===== config.mk =====
export PLATFORM = sky130hd
export DESIGN_NAME = sorted_list_queue_core
export DESIGN_NICKNAME = d
export VERILOG_FILES = /design/src/rtl/slq_pkg.sv /design/src/rtl/slq_cmp.sv /design/src/rtl/sorted_list_queue_core.sv
export SDC_FILE = /design/constraint.sdc
export NUM_CORES = 1
export LEC_CHECK = 0
export BUFFER_PORTS_ARGS = -buffer_cell sky130_fd_sc_hd__buf_2
export CAP_MARGIN = 20
export CORE_UTILIZATION = 30
export DETAILED_ROUTE_END_ITERATION = 10
export REMOVE_ABC_BUFFERS = 1
export SYNTH_ARGS = -nofsm -noshare
export SYNTH_HDL_FRONTEND = slang
export SYNTH_SLANG_ARGS = --single-unit

===== constraint.sdc =====
create_clock -name clk -period 4.6 [get_ports clk]
set_input_delay 0.23 -clock clk [delete_from_list [all_inputs] [get_ports clk]]
set_output_delay 0.23 -clock clk [all_outputs]
set_load 0.03 [all_outputs]

===== src/rtl/slq_pkg.sv =====
// ----------------------------------------------------------------------------
// slq_pkg
// Shared types and constants of the sorted list queue: operation and status
// codes, sequencer states and the compare unit result.
// ----------------------------------------------------------------------------
package slq_pkg;

	localparam int DEPTH_DEF     = 16;
	localparam int KEY_WIDTH_DEF = 32;
	localparam int TAG_WIDTH_DEF = 16;

	typedef enum logic [2:0] {
		FN_INSERT    = 3'd0,
		FN_POP_FRONT = 3'd1,
		FN_POP_BACK  = 3'd2,
		FN_FIND      = 3'd3,
		FN_ERASE     = 3'd4
	} func_t;

	typedef enum logic [2:0] {
		ST_OK        = 3'd0,
		ST_EMPTY     = 3'd1,
		ST_FULL      = 3'd2,
		ST_NOT_FOUND = 3'd3,
		ST_BAD_POS   = 3'd4
	} status_t;

	typedef enum logic [3:0] {
		S_IDLE,
		S_INS_SCAN,
		S_SH_WR,
		S_INS_WR,
		S_FIND,
		S_RM_GET,
		S_RM_WR,
		S_PUSH
	} state_t;

	typedef struct packed {
		logic prec;
		logic eq;
	} cmp_t;

endpackage


===== src/rtl/slq_cmp.sv =====
// ----------------------------------------------------------------------------
// slq_cmp
// Shared key compare unit: order test for the selected direction and
// equality, used by the insert scan and the find scan.
// ----------------------------------------------------------------------------
module slq_cmp import slq_pkg::*; #(
	parameter int KEY_WIDTH = KEY_WIDTH_DEF
) (
	input  logic [KEY_WIDTH-1:0] a,
	input  logic [KEY_WIDTH-1:0] b,
	input  logic                 descending,
	output cmp_t                 res
);

	logic lt;
	logic gt;

	assign lt       = (a < b);
	assign gt       = (a > b);
	assign res.prec = descending ? gt : lt;
	assign res.eq   = (a == b);

endmodule


===== src/rtl/sorted_list_queue_core.sv =====
// ----------------------------------------------------------------------------
// sorted_list_queue_core
// Bounded sorted store of key and tag entries with insert, pop front,
// pop back, find and erase, run by a small sequencer over one entry memory.
// ----------------------------------------------------------------------------
// Usage:
//  - Input channel (in_valid/in_ready) carries func, key_in, tag_in and
//    position_in. in_ready is high only while the sequencer is idle.
//  - Output channel (out_valid/out_ready) returns one result per item:
//    status, key_out, tag_out, position_out, count_out, empty_out.
//  - Config channel (cfg_valid/cfg_ready/cfg_data) sets descending_order;
//    cfg_ready is always high. Write it only while the block is idle.
//  - Entries walk one per cycle through the entry memory, which has one
//    write port and one registered read port. Insert scans from the front
//    and then shifts entries up from the back, find scans from the front,
//    and pop and erase pull later entries down toward the front; error
//    cases go straight to the push state. in_ready rises together with
//    out_valid.
//  - If the receiver stalls, the finished result waits in the push state and
//    the block accepts nothing until the output register frees up.
//  - Reset empties the store (count zero) and selects ascending order; the
//    entry memory itself is not cleared.
// ----------------------------------------------------------------------------
module sorted_list_queue_core import slq_pkg::*; #(
	parameter int DEPTH     = DEPTH_DEF,
	parameter int KEY_WIDTH = KEY_WIDTH_DEF,
	parameter int TAG_WIDTH = TAG_WIDTH_DEF,
	localparam int AW = (DEPTH > 1) ? $clog2(DEPTH) : 1,
	localparam int CW = $clog2(DEPTH + 1)
) (
	input  logic                 clk,
	input  logic                 arst_n,
	input  logic                 in_valid,
	output logic                 in_ready,
	input  logic [2:0]           func,
	input  logic [KEY_WIDTH-1:0] key_in,
	input  logic [TAG_WIDTH-1:0] tag_in,
	input  logic [AW-1:0]        position_in,
	output logic                 out_valid,
	input  logic                 out_ready,
	output logic [2:0]           status,
	output logic [KEY_WIDTH-1:0] key_out,
	output logic [TAG_WIDTH-1:0] tag_out,
	output logic [AW-1:0]        position_out,
	output logic [CW-1:0]        count_out,
	output logic                 empty_out,
	input  logic                 cfg_valid,
	output logic                 cfg_ready,
	input  logic                 cfg_data
);

	state_t               state_q, state_d;
	func_t                func_q, func_d;
	logic [KEY_WIDTH-1:0] key_q, key_d;
	logic [TAG_WIDTH-1:0] tag_q, tag_d;
	logic [AW-1:0]        idx_q, idx_d;
	logic [AW-1:0]        pos_q, pos_d;
	logic [CW-1:0]        count_q, count_d;
	logic                 desc_q;

	status_t              res_status_q, res_status_d;
	logic [KEY_WIDTH-1:0] res_key_q, res_key_d;
	logic [TAG_WIDTH-1:0] res_tag_q, res_tag_d;
	logic [AW-1:0]        res_pos_q, res_pos_d;

	logic                 out_valid_q, out_valid_d;
	logic                 out_load;
	status_t              out_status_q;
	logic [KEY_WIDTH-1:0] out_key_q;
	logic [TAG_WIDTH-1:0] out_tag_q;
	logic [AW-1:0]        out_pos_q;
	logic [CW-1:0]        out_count_q;

	logic [KEY_WIDTH-1:0] key_mem [DEPTH];
	logic [TAG_WIDTH-1:0] tag_mem [DEPTH];
	logic [KEY_WIDTH-1:0] rd_key_q;
	logic [TAG_WIDTH-1:0] rd_tag_q;
	logic                 mem_we;
	logic [AW-1:0]        mem_waddr;
	logic [AW-1:0]        mem_raddr;
	logic [KEY_WIDTH-1:0] mem_wkey;
	logic [TAG_WIDTH-1:0] mem_wtag;

	logic                 in_fire;
	func_t                in_func;
	cmp_t                 cmp;
	logic [CW-1:0]        cnt_m1;
	logic [AW-1:0]        last_idx;
	logic [AW-1:0]        idx_p1;
	logic [AW-1:0]        idx_p2;
	logic [AW-1:0]        idx_m1;
	logic [AW-1:0]        pos_p1;
	logic                 idx_is_last;

	assign in_func     = func_t'(func);
	assign in_ready    = (state_q == S_IDLE);
	assign in_fire     = in_valid & in_ready;
	assign cfg_ready   = 1'b1;
	assign cnt_m1      = count_q - CW'(1);
	assign last_idx    = cnt_m1[AW-1:0];
	assign idx_p1      = idx_q + AW'(1);
	assign idx_p2      = idx_q + AW'(2);
	assign idx_m1      = idx_q - AW'(1);
	assign pos_p1      = pos_q + AW'(1);
	assign idx_is_last = (CW'(idx_q) == cnt_m1);

	slq_cmp #(
		.KEY_WIDTH(KEY_WIDTH)
	) u_cmp (
		.a          (key_q),
		.b          (rd_key_q),
		.descending (desc_q),
		.res        (cmp)
	);

	// entry memory: one write and one registered read per cycle
	always_ff @(posedge clk) begin
		if (mem_we) begin
			key_mem[mem_waddr] <= mem_wkey;
			tag_mem[mem_waddr] <= mem_wtag;
		end
		rd_key_q <= key_mem[mem_raddr];
		rd_tag_q <= tag_mem[mem_raddr];
	end

	always_ff @(posedge clk or negedge arst_n) begin
		if (!arst_n) begin
			state_q     <= S_IDLE;
			count_q     <= '0;
			desc_q      <= 1'b0;
			out_valid_q <= 1'b0;
		end else begin
			state_q     <= state_d;
			count_q     <= count_d;
			out_valid_q <= out_valid_d;
			if (cfg_valid && cfg_ready) begin
				desc_q <= cfg_data;
			end
		end
	end

	always_ff @(posedge clk) begin
		func_q       <= func_d;
		key_q        <= key_d;
		tag_q        <= tag_d;
		idx_q        <= idx_d;
		pos_q        <= pos_d;
		res_status_q <= res_status_d;
		res_key_q    <= res_key_d;
		res_tag_q    <= res_tag_d;
		res_pos_q    <= res_pos_d;
		if (out_load) begin
			out_status_q <= res_status_q;
			out_key_q    <= res_key_q;
			out_tag_q    <= res_tag_q;
			out_pos_q    <= res_pos_q;
			out_count_q  <= count_q;
		end
	end

	always_comb begin
		state_d      = state_q;
		func_d       = func_q;
		key_d        = key_q;
		tag_d        = tag_q;
		idx_d        = idx_q;
		pos_d        = pos_q;
		count_d      = count_q;
		res_status_d = res_status_q;
		res_key_d    = res_key_q;
		res_tag_d    = res_tag_q;
		res_pos_d    = res_pos_q;
		out_valid_d  = out_valid_q & ~out_ready;
		out_load     = 1'b0;
		mem_we       = 1'b0;
		mem_waddr    = idx_q;
		mem_wkey     = rd_key_q;
		mem_wtag     = rd_tag_q;
		mem_raddr    = idx_q;

		case (state_q)
			S_IDLE: begin
				// issue the first read so the entry is ready in the next state
				case (in_func)
					FN_POP_BACK: mem_raddr = last_idx;
					FN_ERASE:    mem_raddr = position_in;
					default:     mem_raddr = '0;
				endcase
				if (in_fire) begin
					func_d       = in_func;
					key_d        = key_in;
					tag_d        = tag_in;
					idx_d        = '0;
					res_status_d = ST_OK;
					res_key_d    = '0;
					res_tag_d    = '0;
					res_pos_d    = '0;
					state_d      = S_PUSH;
					case (in_func)
						FN_INSERT: begin
							if (count_q == CW'(DEPTH)) begin
								res_status_d = ST_FULL;
							end else if (count_q == '0) begin
								pos_d   = '0;
								state_d = S_INS_WR;
							end else begin
								state_d = S_INS_SCAN;
							end
						end
						FN_POP_FRONT, FN_POP_BACK: begin
							if (count_q == '0) begin
								res_status_d = ST_EMPTY;
							end else begin
								pos_d   = (in_func == FN_POP_FRONT) ? '0 : last_idx;
								state_d = S_RM_GET;
							end
						end
						FN_FIND: begin
							if (count_q == '0) begin
								res_status_d = ST_NOT_FOUND;
							end else begin
								state_d = S_FIND;
							end
						end
						FN_ERASE: begin
							if (CW'(position_in) >= count_q) begin
								res_status_d = ST_BAD_POS;
							end else begin
								pos_d   = position_in;
								state_d = S_RM_GET;
							end
						end
						default: begin
							state_d = S_PUSH;
						end
					endcase
				end
			end

			S_INS_SCAN: begin
				if (cmp.prec) begin
					// open a slot: move entries up from the back
					pos_d     = idx_q;
					idx_d     = last_idx;
					mem_raddr = last_idx;
					state_d   = S_SH_WR;
				end else if (idx_is_last) begin
					pos_d   = count_q[AW-1:0];
					state_d = S_INS_WR;
				end else begin
					idx_d     = idx_p1;
					mem_raddr = idx_p1;
				end
			end

			S_SH_WR: begin
				mem_we    = 1'b1;
				mem_waddr = idx_p1;
				if (idx_q == pos_q) begin
					state_d = S_INS_WR;
				end else begin
					idx_d     = idx_m1;
					mem_raddr = idx_m1;
				end
			end

			S_INS_WR: begin
				mem_we    = 1'b1;
				mem_waddr = pos_q;
				mem_wkey  = key_q;
				mem_wtag  = tag_q;
				count_d   = count_q + CW'(1);
				res_pos_d = pos_q;
				state_d   = S_PUSH;
			end

			S_FIND: begin
				if (cmp.eq) begin
					res_pos_d = idx_q;
					state_d   = S_PUSH;
				end else if (idx_is_last) begin
					res_status_d = ST_NOT_FOUND;
					state_d      = S_PUSH;
				end else begin
					idx_d     = idx_p1;
					mem_raddr = idx_p1;
				end
			end

			S_RM_GET: begin
				res_key_d = rd_key_q;
				res_tag_d = rd_tag_q;
				if (CW'(pos_q) == cnt_m1) begin
					count_d = cnt_m1;
					state_d = S_PUSH;
				end else begin
					// close the gap: pull entries down toward the front
					idx_d     = pos_q;
					mem_raddr = pos_p1;
					state_d   = S_RM_WR;
				end
			end

			S_RM_WR: begin
				mem_we    = 1'b1;
				mem_waddr = idx_q;
				if ((CW'(idx_q) + CW'(2)) == count_q) begin
					count_d = cnt_m1;
					state_d = S_PUSH;
				end else begin
					idx_d     = idx_p1;
					mem_raddr = idx_p2;
				end
			end

			S_PUSH: begin
				// hold the result until the output register is free
				if (!out_valid_q || out_ready) begin
					out_load    = 1'b1;
					out_valid_d = 1'b1;
					state_d     = S_IDLE;
				end
			end

			default: begin
				state_d = S_IDLE;
			end
		endcase
	end

	assign out_valid    = out_valid_q;
	assign status       = out_status_q;
	assign key_out      = out_key_q;
	assign tag_out      = out_tag_q;
	assign position_out = out_pos_q;
	assign count_out    = out_count_q;
	assign empty_out    = (out_count_q == '0);

	a_count_bound: assert property (@(posedge clk) disable iff (!arst_n)
		count_q <= CW'(DEPTH))
		else $error("entry count above depth");

	a_busy_after_accept: assert property (@(posedge clk) disable iff (!arst_n)
		in_fire |=> !in_ready)
		else $error("ready right after an input transfer");

	a_write_not_idle: assert property (@(posedge clk) disable iff (!arst_n)
		mem_we |-> (state_q != S_IDLE) && (state_q != S_PUSH))
		else $error("memory write outside an operation");

	a_full_count: assert property (@(posedge clk) disable iff (!arst_n)
		(out_valid_q && (out_status_q == ST_FULL)) |-> (out_count_q == CW'(DEPTH)))
		else $error("full status with store not full");

endmodule

Yosys cells after proc, flatten, opt, wreduce, memory -nomap -nowiden
Memories as Yosys holds them, arrays and structs flattened. A register that Yosys moved wholly into a read port is not among the register bits.
Index checks and enable logic that the tools add are counted.
Storage, ports and cells
  memories: 2
  input bits: 61
  bits in writable memories: 768
  register bits: 182
  output and inout bits: 64
Memories
  key_mem: depth 16, width 32, rd ports 1, clocked after Yosys merged registers in 1, wr ports 1, RTL line sorted_list_queue_core.sv:74  | logic [KEY_WIDTH-1:0] key_mem [DEPTH];
  tag_mem: depth 16, width 16, rd ports 1, clocked after Yosys merged registers in 1, wr ports 1, RTL line sorted_list_queue_core.sv:75  | logic [TAG_WIDTH-1:0] tag_mem [DEPTH];
Operators by class
  bitwise operators: 3
  order comparisons: 3
  reductions and logical operators: 22
  equality and inequality tests: 34
  $add $sub $neg: 7
  muxes and demuxes: 67
Operators with widths (count)
  4-bit 2-to-1 mux: 26
  32-bit 2-to-1 mux: 2
  32-bit case mux with 2 select lines: 1
  4-bit case mux with 6 select lines: 2
  32-bit == test: 1
  32-bit > comparator: 1
  32-bit < comparator: 1
  16-bit 2-to-1 mux: 2
  16-bit case mux with 2 select lines: 1
  4-bit case mux with 8 select lines: 1
  4-bit case mux with 2 select lines: 3
  4-bit case mux with 3 select lines: 2
  2-bit inequality test (second input constant): 9
  3-bit inequality test (second input constant): 6
  4-bit by 3-bit == test with 1-bit output (second input constant): 4
  4-bit case mux with 4 select lines: 1
  3-bit 2-to-1 mux: 5
  5-bit case mux with 3 select lines: 1
  2-bit 2-to-1 mux: 6
  3-bit case mux with 4 select lines: 1
  4-bit by 5-bit == test with 1-bit output: 2
  5-bit zero test: 2
  1-bit 2-to-1 mux: 10
  5-bit 2-to-1 mux: 2
  other kinds (34): 44

Logic depth before layout (Yosys ltp)
  depth in word-level cells: 6
  gate-level depth with buffers: 19
  mapped depth without buffers: 13

Cells and area by module
A second synthesis with hierarchy kept.
Second synthesis, totals
  cell total of the unflattened synthesis: 4349
  area, all modules: 48710.5 µm²
Modules (own cells, without submodules)
  sorted_list_queue_core: times used 1, cells each 4232, area each 47875.9 µm², seq. area each 29408.2 µm²
  slq_cmp: times used 1, cells each 117, area each 834.6 µm², seq. area each 0.0 µm²

Worst setup path before layout
Ideal clock, no wire load.
  path kind: register to register
  from: register state_q[1]
  to: register out_count_q[0], in the netlist count_out[0], enable pin
  cell stages (with the launch flop): 6
  setup slack: 496 ps
  clock period less this slack: 4104 ps
  data required time: 4120 ps
  path buffers: 2
  arrival: 3624 ps
  setup time: 480 ps
  cell sequence: dfrtp_1 > clkbuf_1 > and2_1 > clkbuf_1 > nand2_1 > nor2_1
On the way
  cells in the longest elaborated chain, start to end: 2
RTL lines
  start: declaration: RTL line sorted_list_queue_core.sv:52  | state_t state_q, state_d;
  start signal: assignment: RTL line sorted_list_queue_core.sv:133  | state_q <= state_d;
  4-bit by 3-bit == test with 1-bit output: RTL line sorted_list_queue_core.sv:181  | case (state_q)
  1-bit 2-to-1 mux: RTL line sorted_list_queue_core.sv:181
  named net out_load: RTL line sorted_list_queue_core.sv:67  | logic out_load;
  end signal: assignment: RTL line sorted_list_queue_core.sv:157  | out_count_q <= count_q;
  end: declaration: RTL line sorted_list_queue_core.sv:72  | logic [CW-1:0] out_count_q;
The timed path passes the listed nets, and every way through them passes these cells.
A chain may end at the register's enable or synchronous reset.

Final worst setup path
  from: register rd_key_q[18] (read register of key_mem)
  to: register rd_tag_q[7] (read register of tag_mem)
On the way
  cells in the longest elaborated chain, start to end: 4
  elaborated cells on any way between the ends: 7
  classes of those cells: order compare: 2; eq/ne: 1; mux: 4
RTL lines
  start: declaration: RTL line sorted_list_queue_core.sv:76  | logic [KEY_WIDTH-1:0] rd_key_q;
  32-bit < comparator or 32-bit > comparator (tied branches): RTL line slq_cmp.sv:18, slq_cmp.sv:19
  1-bit 2-to-1 mux: RTL line slq_cmp.sv:20  | assign res.prec = descending ? gt : lt;
  4-bit 2-to-1 mux: RTL line sorted_list_queue_core.sv:241  | if (cmp.prec) begin
  4-bit case mux with 6 select lines (*): RTL line sorted_list_queue_core.sv:181
  end: declaration: RTL line sorted_list_queue_core.sv:77  | logic [TAG_WIDTH-1:0] rd_tag_q;
Every way passes the cells marked *; elsewhere a longest branch is shown, timed or not.

==> results.json <==
{
  "status": "finished with violations",
  "violations": "DRC",
  "pre_cts_ws_ns": 0.413,
  "critPathLaunchType": "register",
  "grt_overflow": 0,
  "path_cells": "inv_1 > ha_1 > nand4_1 > or4_1 > nor4_2 > a211oi_2 > or3b_1 > a31oi_4 > nand3_1 > a41oi_4 > buf_12 > buf_12 > a221o_1 > nand4_1",
  "portBuffers": 123,
  "netlist_area_um2": 40400,
  "ys_warn_count": 0,
  "cp.arrival_ns": 4.77,
  "layout.cells.non_filler": 4809,
  "clk_pin_slew_ns": 0.06,
  "maxSlewViolCount": 0,
  "yosys.area.top_type": "edfxtp_1",
  "die_y_um": 369,
  "clock_sinks": 997,
  "synth-seq-cells": 997,
  "grt_pass1_wl_mm": 160,
  "critPathSlowestCell": "or4_1",
  "slew_headroom_pct": 26.8,
  "power.density_nw_per_um2": 561,
  "gp_congestion": 0.863,
  "finalCritPeriodShare_pct": 92.2,
  "drt-pass1-iter-count": 8,
  "synth-edff-count": 939,
  "drt_iter0_markers": 2636,
  "crit_type": "reg -> reg",
  "seq_area_um2": 29400,
  "cts.path.max_buffers": 3,
  "viasPerCell": 5.08,
  "fp-row-count": 134,
  "ir_worst_vdd_mv": 0.440,
  "antenna_found_initial": 4,
  "placed_cells": 4566,
  "start_util_pct": 30.2,
  "hold_violations": 0,
  "cpPeakStageDelay_ns": 0.63,
  "num_antenna_cells": 0,
  "fillCellCount": 12700,
  "ys.flop_type": "edfxtp_1",
  "dieArea_um2": 136000,
  "syn_area_per_cell_um2": 14.8,
  "syn2layout_area_growth_pct": 19.1,
  "setup_viol_count_final": 0,
  "final_cell_area_um2": 48100,
  "cts_tree": "built",
  "clock_latency_ns": 0.68,
  "synth_async_sr_flop_share_pct": 1.00,
  "grt_pass1_vias": 23500,
  "drv_cap": 0,
  "root_buffer": "clkbuf_16",
  "cp_max_fo": 21,
  "pin_count": 125,
  "min_path_type": "in -> reg",
  "fin_skew_ns": 0.0356,
  "drive_gt1_share_pct": 16.8,
  "cp_num_buf_inv": 3,
  "grt.total_usage_pct": 15.7,
  "multi_input_area_um2": 10100,
  "dpl.hpwl_mm": 60.7,
  "ctsResizeCount": 0,
  "max_clock_freq_mhz": 236,
  "routed_wl_mm": 109,
  "core_um2": 134000,
  "antenna_left": 0,
  "synth.top_cells.by_area": "edfxtp_1 70%, nand2_1 3.1%, a21oi_1 2.7%, a221o_1 2.4%, dfxtp_1 2.4%",
  "yosys-top-cells-count": "939 x edfxtp_1, 334 x nand2_1, 222 x a21oi_1",
  "placed_cell_area_um2": 44100,
  "synth_most_common_cell": "edfxtp_1",
  "crit_required_ns": 5.13,
  "end_kind": "register",
  "ys_seq_area_share_pct": 72.8,
  "drc": 26,
  "wl_per_cell_um": 22.8,
  "synth_top_area_share_pct": 69.8,
  "leakage_nw": 15.8,
  "setup_tns_ns": 0,
  "grt_max_degree": 86,
  "finalWorstSetupSlack_ns": 0.359,
  "rsz0062_at_grt": "no",
  "vias": 24400,
  "cts_htree_levels": 3,
  "fin_crit_ns": 4.24,
  "synth_cell_types": 83,
  "crit_family": "simple AND/OR/NAND/NOR gates",
  "numCtsBuffers": 99,
  "die_x_um": 369,
  "nNetsFinal": 3060,
  "worst_slew_pin_slew_ns": 1.10,
  "syn_inst": 2727
}
==> final cells by class <==
| class | count | area share (%) |
|---|---|---|
| sequential | 997 | 61.1 |
| multi-input combinational | 1491 | 21.0 |
| timing repair buffer | 315 | 5.66 |
| clock buffer | 128 | 5.61 |
| tap | 1768 | 4.60 |
| clock inverter | 60 | 1.65 |
| inverter | 50 | 0.390 |
==> cell families after synthesis <==
kind of cell               Yosys count  synth area share [%]
AOI/OAI and AO/OA                  648                  11.5
xor gates and xnor gates            32                 0.762
adders and majority gates           45                  1.39
buffers and inverters              239                  2.72
DFF                                997                  72.8
muxes                              104                  2.88
other                                1               0.00928
and+or+nand+nor                    661                  7.99
==> metal layers <==
layer  GRT usage [%]  share of wire [%]  vias to the layer above
met3            2.55                6.8                      121
met5               0              0.011                        -
met2            24.5                 46                      908
li1                -                  -                    11000
met1            22.6                 46                    12400
met4            3.83                1.8                        2
==> power breakdown <==
| part | total (W) | switching [W] | internal (W) |
|---|---|---|---|
| sequential | 0.0111 | 0.000118 | 0.0110 |
| clock | 0.00861 | 0.00344 | 0.00517 |
| combinational | 0.00730 | 0.00468 | 0.00261 |
| total | 0.0270 | 0.00824 | 0.0188 |
==> per-stage QoR <==
stage / hold slack (ns) / utilization, % / total power (W)
4_1_cts: 0.00605 / 36.0 / 0.0272
5_1_grt: 0.0343 / 36.0 / 0.0281
3_5_place_dp: 0.115 / 33.0 / 0.0186
3_3_place_gp: 0.118 / 33.0 / 0.0185
2_1_floorplan: -0.0656 / - / 0.0152
6_report: 0.0476 / 36.0 / 0.0270
==> state kept, by name, indices dropped and copies added (netlist names), 4 cells and up <==
signal,flops
key_out,32
tag_q,16
count_out,5
count_q,5
tag_mem,256
key_q,32
rd_key_q,32
res_key_q,32
idx_q,4
key_mem,512
rd_tag_q,16
position_out,4
pos_q,4
res_pos_q,4
res_tag_q,16
tag_out,16
==> worst register-to-register path, stage by stage (launching register included) <==
cell and delay (ns):
dfxtp_1 0.36, inv_1 0.09, ha_1 0.31, nand4_1 0.31, or4_1 0.63, nor4_2 0.31
a211oi_2 0.13, or3b_1 0.43, a31oi_4 0.35, nand3_1 0.18, a41oi_4 0.29, buf_12 0.24
buf_12 0.23, a221o_1 0.17, nand4_1 0.08
==> repair_timing <==
item,4_1_cts,5_1_grt
setup buffers,0,0
endpoints found under the setup margin,0,0
endpoints found under the hold margin,60,0
hold buffers,53,0
==> placed cells by master, fill, tap and decap left out, drive strengths merged, types with 3 or more instances in the layout <==
cell / n
and3: 5
buf: 262
nand2b: 7
clkinv: 36
a211oi: 5
a22oi: 10
or4: 3
xor2: 10
o21ai: 60
nand3: 11
o211ai: 4
bufinv: 18
a221oi: 11
o221ai: 96
or2: 3
dfxtp: 48
mux2i: 9
nor2: 49
nor2b: 6
dlygate4sd3: 53
nor3: 17
clkbuf: 128
edfxtp: 939
a21o: 98
dfrtp: 10
a31oi: 7
ha: 45
nand4: 60
and2: 121
o22ai: 7
a21oi: 225
a31o: 4
nor4: 35
inv: 55
xnor2: 20
a221o: 97
nand2: 334
mux2: 95
==> worst paths after layout <==
| kind | start | end | slack (ns) | cells after the start |
|---|---|---|---|---|
| max | rd_key_q[18]$_DFF_P_ | rd_tag_q[7]$_DFF_P_ | 0.36 | 14 |
| min | func[2] | res_status_q[0]$_SDFFCE_PN1P_ | 0.05 | 2 |
| max reg2reg | rd_key_q[18]$_DFF_P_ | rd_tag_q[7]$_DFF_P_ | 0.36 | 14 |
| min reg2reg | res_key_q[21]$_SDFFCE_PN0P_ | key_out[21]$_DFFE_PP_ | 0.41 | 0 |
| max in group asynchronous | arst_n | state_q[1]$_DFFE_PN0P_ | 3.59 | 3 |
| min in group asynchronous | arst_n | count_q[4]$_DFFE_PN0P_ | 0.63 | 3 |
No activity file was read; power rests on OpenSTA's default activity.
